<file path="src/sv/tmbs_pkg.sv">
// Shared types and constants for the terrain material blend select block.
// No dependencies; used by every module of the block.
package tmbs_pkg;

    localparam int WW     = 17;                  // Q1.16 weight, 1.0 held exactly
    localparam int DIV_W  = 26;                  // share numerator / shifted divisor
    localparam int REM_W  = DIV_W + 1;

    localparam logic [WW-1:0] W_ONE    = 17'd65536;
    localparam logic [WW-1:0] SAND_MIN = 17'd131;   // 0.002
    localparam logic [17:0]   D_MIN    = 18'd7;     // 1e-4

    localparam logic signed [20:0] STEEP_OFS = 21'sd144179;   // 0.55 * 16 * 2^14
    localparam logic signed [20:0] STEEP_MAX = 21'sd65536;

    // high = trunc(x * 512 / 25), x = height - 34.0, saturates above x = 3200
    localparam logic signed [24:0] HIGH_BASE  = 25'sd8704;
    localparam logic signed [24:0] HIGH_SPAN  = 25'sd3200;
    localparam logic [21:0]        HIGH_RECIP = 22'd2684355;  // ceil(2^26 / 25)

    localparam logic signed [25:0] GH_OFS    = 26'sd768;
    localparam logic signed [25:0] GH_SPAN   = 26'sd2048;
    localparam logic signed [25:0] SAND_OFS  = 26'sd512;
    localparam logic signed [25:0] SAND_SPAN = 26'sd512;

    localparam logic [7:0] DOM_MIN = 8'd128;

    typedef enum logic [1:0] {
        LAYER_GRASS = 2'd0,
        LAYER_DIRT  = 2'd1,
        LAYER_ROCK  = 2'd2,
        LAYER_SAND  = 2'd3
    } layer_t;

    typedef struct packed {
        layer_t     p;
        layer_t     q;
        logic       sand_hit;
        logic [7:0] sand_pw;
        logic [7:0] e1;
        logic [7:0] e2;
        logic [7:0] ew;
    } side_t;

    typedef struct packed {
        logic [REM_W-1:0] rem;
        logic [DIV_W-1:0] dsh;
        logic [7:0]       quo;
    } div_t;

endpackage

</file>
<file path="src/sv/tmbs_weights.sv">
// Procedural layer weights: steepness, altitude, grass/dirt split and sand ramp.
// Four register stages. Depends on tmbs_pkg.
module tmbs_weights
(
    input  logic                      clk,
    input  logic                      rst_n,
    input  logic                      in_vld,
    input  logic signed [23:0]        height,
    input  logic signed [15:0]        slope,
    input  logic signed [23:0]        sea_level,
    input  logic [7:0]                edit_index_first,
    input  logic [7:0]                edit_index_second,
    input  logic [7:0]                edit_weight,
    output logic                      w_vld,
    output logic [tmbs_pkg::WW-1:0]   grass,
    output logic [tmbs_pkg::WW-1:0]   dirt,
    output logic [tmbs_pkg::WW-1:0]   rock,
    output tmbs_pkg::side_t           w_side
);

    // stage 1
    logic signed [20:0]          steep_arg;
    logic [tmbs_pkg::WW-1:0]     steep_sat;
    logic signed [24:0]          hx;
    logic [33:0]                 high_prod;
    logic signed [25:0]          gh_arg;
    logic signed [25:0]          sand_arg;
    logic [tmbs_pkg::WW-1:0]     steep_next, high_next, gh_next, sand_next;
    tmbs_pkg::side_t             side1_next;

    logic                        s1_vld_reg;
    logic [tmbs_pkg::WW-1:0]     s1_steep_reg, s1_high_reg, s1_gh_reg, s1_sand_reg;
    tmbs_pkg::side_t             s1_side_reg;

    always_comb
    begin
        steep_arg = {slope[15], slope, 4'b0000} - tmbs_pkg::STEEP_OFS;
        if (steep_arg < 21'sd0)
            steep_sat = '0;
        else if (steep_arg > tmbs_pkg::STEEP_MAX)
            steep_sat = tmbs_pkg::W_ONE;
        else
            steep_sat = steep_arg[16:0];
        steep_next = tmbs_pkg::W_ONE - steep_sat;

        hx        = {height[23], height} - tmbs_pkg::HIGH_BASE;
        high_prod = 34'(hx[11:0]) * 34'(tmbs_pkg::HIGH_RECIP);
        if (hx <= 25'sd0)
            high_next = '0;
        else if (hx > tmbs_pkg::HIGH_SPAN)
            high_next = tmbs_pkg::W_ONE;
        else
            high_next = high_prod[33:17];

        gh_arg = {{2{height[23]}}, height} - {{2{sea_level[23]}}, sea_level}
                 - tmbs_pkg::GH_OFS;
        if (gh_arg <= 26'sd0)
            gh_next = '0;
        else if (gh_arg > tmbs_pkg::GH_SPAN)
            gh_next = tmbs_pkg::W_ONE;
        else
            gh_next = {gh_arg[11:0], 5'b00000};

        sand_arg = {{2{sea_level[23]}}, sea_level} + tmbs_pkg::SAND_OFS
                   - {{2{height[23]}}, height};
        if (sand_arg <= 26'sd0)
            sand_next = '0;
        else if (sand_arg > tmbs_pkg::SAND_SPAN)
            sand_next = tmbs_pkg::W_ONE;
        else
            sand_next = {sand_arg[9:0], 7'b0000000};

        side1_next.p        = tmbs_pkg::LAYER_GRASS;
        side1_next.q        = tmbs_pkg::LAYER_DIRT;
        side1_next.sand_hit = 1'b0;
        side1_next.sand_pw  = '0;
        side1_next.e1       = edit_index_first;
        side1_next.e2       = edit_index_second;
        side1_next.ew       = edit_weight;
    end

    // stage 2
    logic [tmbs_pkg::WW-1:0]     rock2_next, nr2_next;
    logic [24:0]                 sand_scaled;
    tmbs_pkg::side_t             side2_next;

    logic                        s2_vld_reg;
    logic [tmbs_pkg::WW-1:0]     s2_rock_reg, s2_nr_reg, s2_gh_reg;
    tmbs_pkg::side_t             s2_side_reg;

    always_comb
    begin
        rock2_next  = (s1_steep_reg > s1_high_reg) ? s1_steep_reg : s1_high_reg;
        nr2_next    = tmbs_pkg::W_ONE - rock2_next;
        sand_scaled = {s1_sand_reg, 8'b0} - 25'(s1_sand_reg) + 25'd32768;
        side2_next  = s1_side_reg;
        side2_next.sand_hit = s1_sand_reg > tmbs_pkg::SAND_MIN;
        side2_next.sand_pw  = (sand_scaled[24:16] > 9'd255) ? 8'd255 : sand_scaled[23:16];
    end

    // stage 3
    logic [33:0]                 ga_prod;

    logic                        s3_vld_reg;
    logic [tmbs_pkg::WW-1:0]     s3_ga_reg, s3_nr_reg, s3_rock_reg;
    tmbs_pkg::side_t             s3_side_reg;

    assign ga_prod = 34'(s2_nr_reg) * 34'(s2_gh_reg) + 34'd32768;

    // stage 4
    logic [33:0]                 grass_prod, dirt_prod;
    logic [tmbs_pkg::WW-1:0]     ga_inv;

    logic                        s4_vld_reg;
    logic [tmbs_pkg::WW-1:0]     s4_grass_reg, s4_dirt_reg, s4_rock_reg;
    tmbs_pkg::side_t             s4_side_reg;

    always_comb
    begin
        ga_inv     = tmbs_pkg::W_ONE - s3_ga_reg;
        grass_prod = 34'(s3_ga_reg) * 34'(s3_nr_reg) + 34'd32768;
        dirt_prod  = 34'(ga_inv) * 34'(s3_nr_reg) + 34'd32768;
    end

    always_ff @(posedge clk or negedge rst_n)
    begin
        if (!rst_n)
        begin
            s1_vld_reg <= 1'b0;
            s2_vld_reg <= 1'b0;
            s3_vld_reg <= 1'b0;
            s4_vld_reg <= 1'b0;
        end
        else
        begin
            s1_vld_reg <= in_vld;
            s2_vld_reg <= s1_vld_reg;
            s3_vld_reg <= s2_vld_reg;
            s4_vld_reg <= s3_vld_reg;
        end
    end

    always_ff @(posedge clk)
    begin
        s1_steep_reg <= steep_next;
        s1_high_reg  <= high_next;
        s1_gh_reg    <= gh_next;
        s1_sand_reg  <= sand_next;
        s1_side_reg  <= side1_next;

        s2_rock_reg  <= rock2_next;
        s2_nr_reg    <= nr2_next;
        s2_gh_reg    <= s1_gh_reg;
        s2_side_reg  <= side2_next;

        s3_ga_reg    <= ga_prod[32:16];
        s3_nr_reg    <= s2_nr_reg;
        s3_rock_reg  <= s2_rock_reg;
        s3_side_reg  <= s2_side_reg;

        s4_grass_reg <= grass_prod[32:16];
        s4_dirt_reg  <= dirt_prod[32:16];
        s4_rock_reg  <= s3_rock_reg;
        s4_side_reg  <= s3_side_reg;
    end

    assign w_vld  = s4_vld_reg;
    assign grass  = s4_grass_reg;
    assign dirt   = s4_dirt_reg;
    assign rock   = s4_rock_reg;
    assign w_side = s4_side_reg;

endmodule

</file>
<file path="src/sv/tmbs_select.sv">
// Picks the two strongest layers and sets up the primary-share division.
// Two register stages. Depends on tmbs_pkg.
module tmbs_select
(
    input  logic                      clk,
    input  logic                      rst_n,
    input  logic                      w_vld,
    input  logic [tmbs_pkg::WW-1:0]   grass,
    input  logic [tmbs_pkg::WW-1:0]   dirt,
    input  logic [tmbs_pkg::WW-1:0]   rock,
    input  tmbs_pkg::side_t           w_side,
    output logic                      d_vld,
    output tmbs_pkg::div_t            d_div,
    output tmbs_pkg::side_t           d_side
);

    logic                        dirt_first;
    tmbs_pkg::layer_t            p1, q1;
    logic [tmbs_pkg::WW-1:0]     wp1, wq1;
    logic [tmbs_pkg::WW-1:0]     wp_next, ws_next;
    tmbs_pkg::side_t             side_a_next;

    logic                        a_vld_reg;
    logic [tmbs_pkg::WW-1:0]     a_wp_reg, a_ws_reg;
    tmbs_pkg::side_t             a_side_reg;

    // grass starts primary; dirt then rock take over only when strictly larger
    always_comb
    begin
        dirt_first = dirt > grass;
        p1  = dirt_first ? tmbs_pkg::LAYER_DIRT  : tmbs_pkg::LAYER_GRASS;
        q1  = dirt_first ? tmbs_pkg::LAYER_GRASS : tmbs_pkg::LAYER_DIRT;
        wp1 = dirt_first ? dirt  : grass;
        wq1 = dirt_first ? grass : dirt;

        side_a_next = w_side;
        if (rock > wp1)
        begin
            side_a_next.p = tmbs_pkg::LAYER_ROCK;
            side_a_next.q = p1;
            wp_next       = rock;
            ws_next       = wp1;
        end
        else if (rock > wq1)
        begin
            side_a_next.p = p1;
            side_a_next.q = tmbs_pkg::LAYER_ROCK;
            wp_next       = wp1;
            ws_next       = rock;
        end
        else
        begin
            side_a_next.p = p1;
            side_a_next.q = q1;
            wp_next       = wp1;
            ws_next       = wq1;
        end
    end

    logic [17:0]                 sum_w, den;
    tmbs_pkg::div_t              div_next;

    logic                        b_vld_reg;
    tmbs_pkg::div_t              b_div_reg;
    tmbs_pkg::side_t             b_side_reg;

    // share = (wp*510 + d) / (2d); divisor kept pre-shifted by the 8 quotient bits
    always_comb
    begin
        sum_w        = 18'(a_wp_reg) + 18'(a_ws_reg);
        den          = (sum_w < tmbs_pkg::D_MIN) ? tmbs_pkg::D_MIN : sum_w;
        div_next.rem = 27'({a_wp_reg, 9'b0}) - 27'({a_wp_reg, 1'b0}) + 27'(den);
        div_next.dsh = {den, 8'b0};
        div_next.quo = '0;
    end

    always_ff @(posedge clk or negedge rst_n)
    begin
        if (!rst_n)
        begin
            a_vld_reg <= 1'b0;
            b_vld_reg <= 1'b0;
        end
        else
        begin
            a_vld_reg <= w_vld;
            b_vld_reg <= a_vld_reg;
        end
    end

    always_ff @(posedge clk)
    begin
        a_wp_reg   <= wp_next;
        a_ws_reg   <= ws_next;
        a_side_reg <= side_a_next;
        b_div_reg  <= div_next;
        b_side_reg <= a_side_reg;
    end

    assign d_vld  = b_vld_reg;
    assign d_div  = b_div_reg;
    assign d_side = b_side_reg;

endmodule

</file>
<file path="src/sv/tmbs_div_stage.sv">
// One stage of the restoring share divider: two quotient bits per stage.
// Depends on tmbs_pkg.
module tmbs_div_stage
(
    input  logic              clk,
    input  logic              rst_n,
    input  logic              in_vld,
    input  tmbs_pkg::div_t    in_div,
    input  tmbs_pkg::side_t   in_side,
    output logic              out_vld,
    output tmbs_pkg::div_t    out_div,
    output tmbs_pkg::side_t   out_side
);

    logic [tmbs_pkg::REM_W-1:0] rem_mid, rem_end;
    logic                       bit_hi, bit_lo;
    tmbs_pkg::div_t             div_next;

    logic                       vld_reg;
    tmbs_pkg::div_t             div_reg;
    tmbs_pkg::side_t            side_reg;

    // remainder stays below the shifted divisor, so doubling it never overflows
    always_comb
    begin
        bit_hi  = in_div.rem >= 27'(in_div.dsh);
        rem_mid = bit_hi ? (in_div.rem - 27'(in_div.dsh)) : in_div.rem;
        rem_mid = {rem_mid[tmbs_pkg::REM_W-2:0], 1'b0};

        bit_lo  = rem_mid >= 27'(in_div.dsh);
        rem_end = bit_lo ? (rem_mid - 27'(in_div.dsh)) : rem_mid;

        div_next.rem = {rem_end[tmbs_pkg::REM_W-2:0], 1'b0};
        div_next.dsh = in_div.dsh;
        div_next.quo = {in_div.quo[5:0], bit_hi, bit_lo};
    end

    always_ff @(posedge clk or negedge rst_n)
    begin
        if (!rst_n)
            vld_reg <= 1'b0;
        else
            vld_reg <= in_vld;
    end

    always_ff @(posedge clk)
    begin
        div_reg  <= div_next;
        side_reg <= in_side;
    end

    assign out_vld  = vld_reg;
    assign out_div  = div_reg;
    assign out_side = side_reg;

endmodule

</file>
<file path="src/sv/terrain_material_blend_select.sv">
// Terrain material blend select: top level, sea level register and output stage.
// Each item runs through the weight, select and divider stages and the output register; done is registered.
// Throughput: one item per cycle; busy never rises, results cannot be held off.
// Reset clears the pipeline valid bits and sets sea level to zero.
// Depends on tmbs_pkg, tmbs_weights, tmbs_select and tmbs_div_stage.
module terrain_material_blend_select
(
    input  logic               clk,
    input  logic               rst_n,
    input  logic               start,
    output logic               busy,
    input  logic signed [23:0] height,
    input  logic signed [15:0] slope,
    input  logic [7:0]         edit_index_first,
    input  logic [7:0]         edit_index_second,
    input  logic [7:0]         edit_weight,
    input  logic               cfg_valid,
    output logic               cfg_ready,
    input  logic [23:0]        cfg_data,
    output logic               done,
    output logic [1:0]         primary_layer,
    output logic [1:0]         secondary_layer,
    output logic [7:0]         primary_weight
);

    logic signed [23:0]       sea_level_reg;

    logic                     w_vld;
    logic [tmbs_pkg::WW-1:0]  grass, dirt, rock;
    tmbs_pkg::side_t          w_side;

    logic                     dv [0:4];
    tmbs_pkg::div_t           dd [0:4];
    tmbs_pkg::side_t          ds [0:4];

    assign busy      = 1'b0;
    assign cfg_ready = 1'b1;

    always_ff @(posedge clk or negedge rst_n)
    begin
        if (!rst_n)
            sea_level_reg <= '0;
        else if (cfg_valid && cfg_ready)
            sea_level_reg <= cfg_data;
    end

    tmbs_weights u_weights
    (
        .clk               (clk),
        .rst_n             (rst_n),
        .in_vld            (start && !busy),
        .height            (height),
        .slope             (slope),
        .sea_level         (sea_level_reg),
        .edit_index_first  (edit_index_first),
        .edit_index_second (edit_index_second),
        .edit_weight       (edit_weight),
        .w_vld             (w_vld),
        .grass             (grass),
        .dirt              (dirt),
        .rock              (rock),
        .w_side            (w_side)
    );

    tmbs_select u_select
    (
        .clk    (clk),
        .rst_n  (rst_n),
        .w_vld  (w_vld),
        .grass  (grass),
        .dirt   (dirt),
        .rock   (rock),
        .w_side (w_side),
        .d_vld  (dv[0]),
        .d_div  (dd[0]),
        .d_side (ds[0])
    );

    for (genvar i = 0; i < 4; i++)
    begin : g_div
        tmbs_div_stage u_div
        (
            .clk      (clk),
            .rst_n    (rst_n),
            .in_vld   (dv[i]),
            .in_div   (dd[i]),
            .in_side  (ds[i]),
            .out_vld  (dv[i+1]),
            .out_div  (dd[i+1]),
            .out_side (ds[i+1])
        );
    end

    function automatic tmbs_pkg::layer_t edit_layer(input logic [7:0] idx);
        tmbs_pkg::layer_t lay;
        if (idx > 8'd4)
            lay = tmbs_pkg::LAYER_SAND;
        else
            lay = tmbs_pkg::layer_t'(idx[1:0] - 2'd1);
        return lay;
    endfunction

    tmbs_pkg::side_t          fs;
    logic [7:0]               share;
    tmbs_pkg::layer_t         dom;
    tmbs_pkg::layer_t         p_next, q_next;
    logic [7:0]               pw_next;

    logic                     done_reg;
    tmbs_pkg::layer_t         p_reg, q_reg;
    logic [7:0]               pw_reg;

    always_comb
    begin
        fs    = ds[4];
        share = dd[4].quo;
        dom   = (share >= tmbs_pkg::DOM_MIN) ? fs.p : fs.q;

        p_next  = fs.p;
        q_next  = fs.q;
        pw_next = share;
        if (fs.e1 == 8'd0 && fs.e2 == 8'd0)
        begin
            if (fs.sand_hit)
            begin
                p_next  = tmbs_pkg::LAYER_SAND;
                q_next  = tmbs_pkg::LAYER_DIRT;
                pw_next = fs.sand_pw;
            end
        end
        else
        begin
            p_next  = (fs.e1 != 8'd0) ? edit_layer(fs.e1) : dom;
            q_next  = (fs.e2 != 8'd0) ? edit_layer(fs.e2) : dom;
            pw_next = fs.ew;
        end
    end

    always_ff @(posedge clk or negedge rst_n)
    begin
        if (!rst_n)
            done_reg <= 1'b0;
        else
            done_reg <= dv[4];
    end

    always_ff @(posedge clk)
    begin
        p_reg  <= p_next;
        q_reg  <= q_next;
        pw_reg <= pw_next;
    end

    assign done            = done_reg;
    assign primary_layer   = p_reg;
    assign secondary_layer = q_reg;
    assign primary_weight  = pw_reg;

endmodule

</file>
<file path="config.mk">
export PLATFORM = sky130hd
export DESIGN_NAME = terrain_material_blend_select
export DESIGN_NICKNAME = d
export VERILOG_FILES = /design/src/sv/tmbs_pkg.sv /design/src/sv/tmbs_weights.sv /design/src/sv/tmbs_select.sv /design/src/sv/tmbs_div_stage.sv /design/src/sv/terrain_material_blend_select.sv
export SDC_FILE = /design/constraint.sdc
export NUM_CORES = 2
export LEC_CHECK = 0
export BUFFER_PORTS_ARGS = -buffer_cell sky130_fd_sc_hd__buf_2
export CAP_MARGIN = 20
export CELL_PAD_IN_SITES_DETAIL_PLACEMENT = 1
export CELL_PAD_IN_SITES_GLOBAL_PLACEMENT = 2
export CORE_MARGIN = 4
export CORE_UTILIZATION = 38
export DETAILED_ROUTE_END_ITERATION = 12
export PLACE_DENSITY = 0.79
export REMOVE_ABC_BUFFERS = 1
export SYNTH_ARGS = -nofsm -noshare
export SYNTH_HDL_FRONTEND = slang
export SYNTH_HIERARCHICAL = 1
export SYNTH_SLANG_ARGS = --single-unit
</file>
<file path="constraint.sdc">
create_clock -name clk -period 8 [get_ports clk]
set_clock_uncertainty 0.1 [all_clocks]
set_input_delay 1.6 -clock clk [delete_from_list [all_inputs] [get_ports clk]]
set_output_delay 1.6 -clock clk [all_outputs]
set_load 0.1 [all_outputs]
</file>
==> results.toml <==
[timing]
setup_viol = 0
min_period_over_period_pct = 96.8
worstMarginPinSlew_ns = 1.13
slew_headroom_pct = 23.8
finalWorstPathRequiredPeriod_ns = 7.75
clock.fmax_mhz = 129
finalMaxSlewViolations = 0
tns_ns = 0
finalHoldViolCount = 0

[critical_path]
cp.arrival_ns = 8.28
cpPeakStageDelay_ns = 0.54
cp_slowest_cell = "fa_1"
crit_path_end_kind = "flip-flop"
cp_max_fo = 8
required_ns = 8.53
path_common_cell = "fa_1"
path_class = "flip-flop to flip-flop"
critPathLaunchType = "flip-flop"

[clock_tree]
cts_max_level = 3
cts-root-buf = "clkbuf_16"
cts_tree = "yes"
cts_made_buffers = 89
clk_latency_ns = 0.72
cts_buffer_depth = 3
cts_num_sinks = 845
clk_pin_slew_ns = 0.07

[global_route]
grt_pass1_vias = 57095
grt_max_degree = 52
grt_first_pass_wirelength_microns = 321000
antenna_found_initial = 6
grt-ovfl-total = 0
grt_usage_pct = 21.1

[die]
initial_core_util_pct = 38.2
num_rows = 157
die_h_microns = 437
dieArea_sq_mm = 0.191
coreArea_sq_mm = 0.183
die_x_microns = 437
ios = 107

[cells_and_area]
drive_gt1_share_pct = 8.81
largest_register_ff_count = 176
fin_cells = 10121
fin_nets = 9208
synthToLayoutAreaGrowth_pct = 10.4

[placement]
port_buffers = 104
place_inst = 9942
dp_hpwl_microns = 164000
routabilityCongestion = 0.886

[worst_hold_path]
min_path_type = "flip-flop to flip-flop"

[logic_synthesis]
ys_warn_count = 6
syn_avg_cell_area_sq_um = 9.35
syn_inst = 7472
syn-cell-area_sq_mm = 0.0699

[detailed_routing]
drtAntennaViolNets = 0
dr.pass1.iters = 5
totalWireLength_microns = 202000
via_count = 51793
via_per_inst = 5.12
drt_iter0_markers = 2250
drc_errors = 0
wl_per_cell_microns = 19.9

[status]
status = "finished clean"

[flow_run]
cap_violations = 0
==> final timing paths <==
check / from / endpoint / slack [ns] / depth (start not counted)
hold / removal: u_weights/w_side[28] / u_select/a_side_reg[28] / 0.20 / 0
hold reg to reg: u_weights/w_side[28] / u_select/a_side_reg[28] / 0.20 / 0
max in group asynchronous: rst_n / sea_level_reg[1] / 6.30 / 1
setup reg to reg: u_weights/s3_ga_reg[4] / u_weights/dirt[14] / 0.25 / 30
setup / recovery: u_weights/s3_ga_reg[4] / u_weights/dirt[14] / 0.25 / 30
min in group asynchronous: rst_n / sea_level_reg[5] / 0.93 / 1
==> placed cells by master (no fill, tap or decap), types with 28 or more instances in the layout <==
| cell | count |
|---|---|
| nor3_1 | 109 |
| mux2_1 | 33 |
| o211ai_1 | 29 |
| nand3_1 | 80 |
| mux2i_1 | 79 |
| nand2b_1 | 48 |
| dfrtp_1 | 35 |
| clkbuf_16 | 89 |
| a211oi_1 | 51 |
| o21ai_0 | 153 |
| nand2_1 | 621 |
| inv_1 | 1242 |
| nor2b_1 | 49 |
| a31oi_1 | 45 |
| o21ai_1 | 28 |
| o21a_1 | 66 |
| and2_1 | 369 |
| xor2_1 | 106 |
| fa_1 | 682 |
| nor2_1 | 314 |
| or2_2 | 30 |
| xnor2_1 | 200 |
| ha_1 | 848 |
| dfxtp_1 | 806 |
| o21bai_1 | 50 |
| a21o_1 | 136 |
| a21oi_1 | 342 |
| buf_4 | 136 |
| and3_1 | 32 |
| nand4_1 | 67 |
| buf_2 | 104 |
| mux2_2 | 114 |
==> repair_timing <==
item                       in CTS  in global routing
buffers inserted                0                  7
pin swaps                       0                 28
setup endpoints to repair       3                 11
hold buffers                    0                  0
cloned                          0                  0
resized for setup               4                 49
==> stage by stage <==
stage	setup slack [ns]	instance area, sq um	hold WS, ns	utilization (%)
5_1_grt	-0.0437	77200	0.205	42.2
4_1_cts	0.00155	76800	0.203	42.0
3_3_place_gp	-0.131	73600	0.210	40.2
2_1_floorplan	0.0267	68800	0.210	-
6_report	0.254	77200	0.202	42.2
3_5_place_dp	-0.145	73600	0.213	40.2
==> layer usage <==
layer / vias up / wire length (microns) / track usage (%)
li1: 24682 / - / -
met1: 26164 / 92600 / 28.0
met2: 731 / 97700 / 36.6
met3: 216 / 5880 / 2.00
met4: 0 / 5480 / 5.83
met5: - / 0 / 0
==> critical path, delay by kind of cell, from the launching register on <==
kind	cells	cell delay [ns]
fa+ha+maj	7	3.26
simple gates	7	1.61
flops	1	0.32
xor+xnor	2	0.28
compound gates	7	1.38
buf+inv	7	0.71
==> cell type report <==
| type | instances | area, sq um |
|---|---|---|
| Antenna cell | 4 | 10.0 |
| Clock buffer | 119 | 2500 |
| Clock inverter | 48 | 702 |
| Fill cell | 20999 | 106000 |
| Inverter | 1247 | 4680 |
| Multi-Input combinational cell | 5141 | 47300 |
| Sequential cell | 845 | 17100 |
| Tap cell | 2464 | 3080 |
| Timing Repair Buffer | 253 | 1760 |
Power is left out: the tool's default activity adds up to more than one toggle a clock period on the data nets, which glitch-free logic cannot reach.
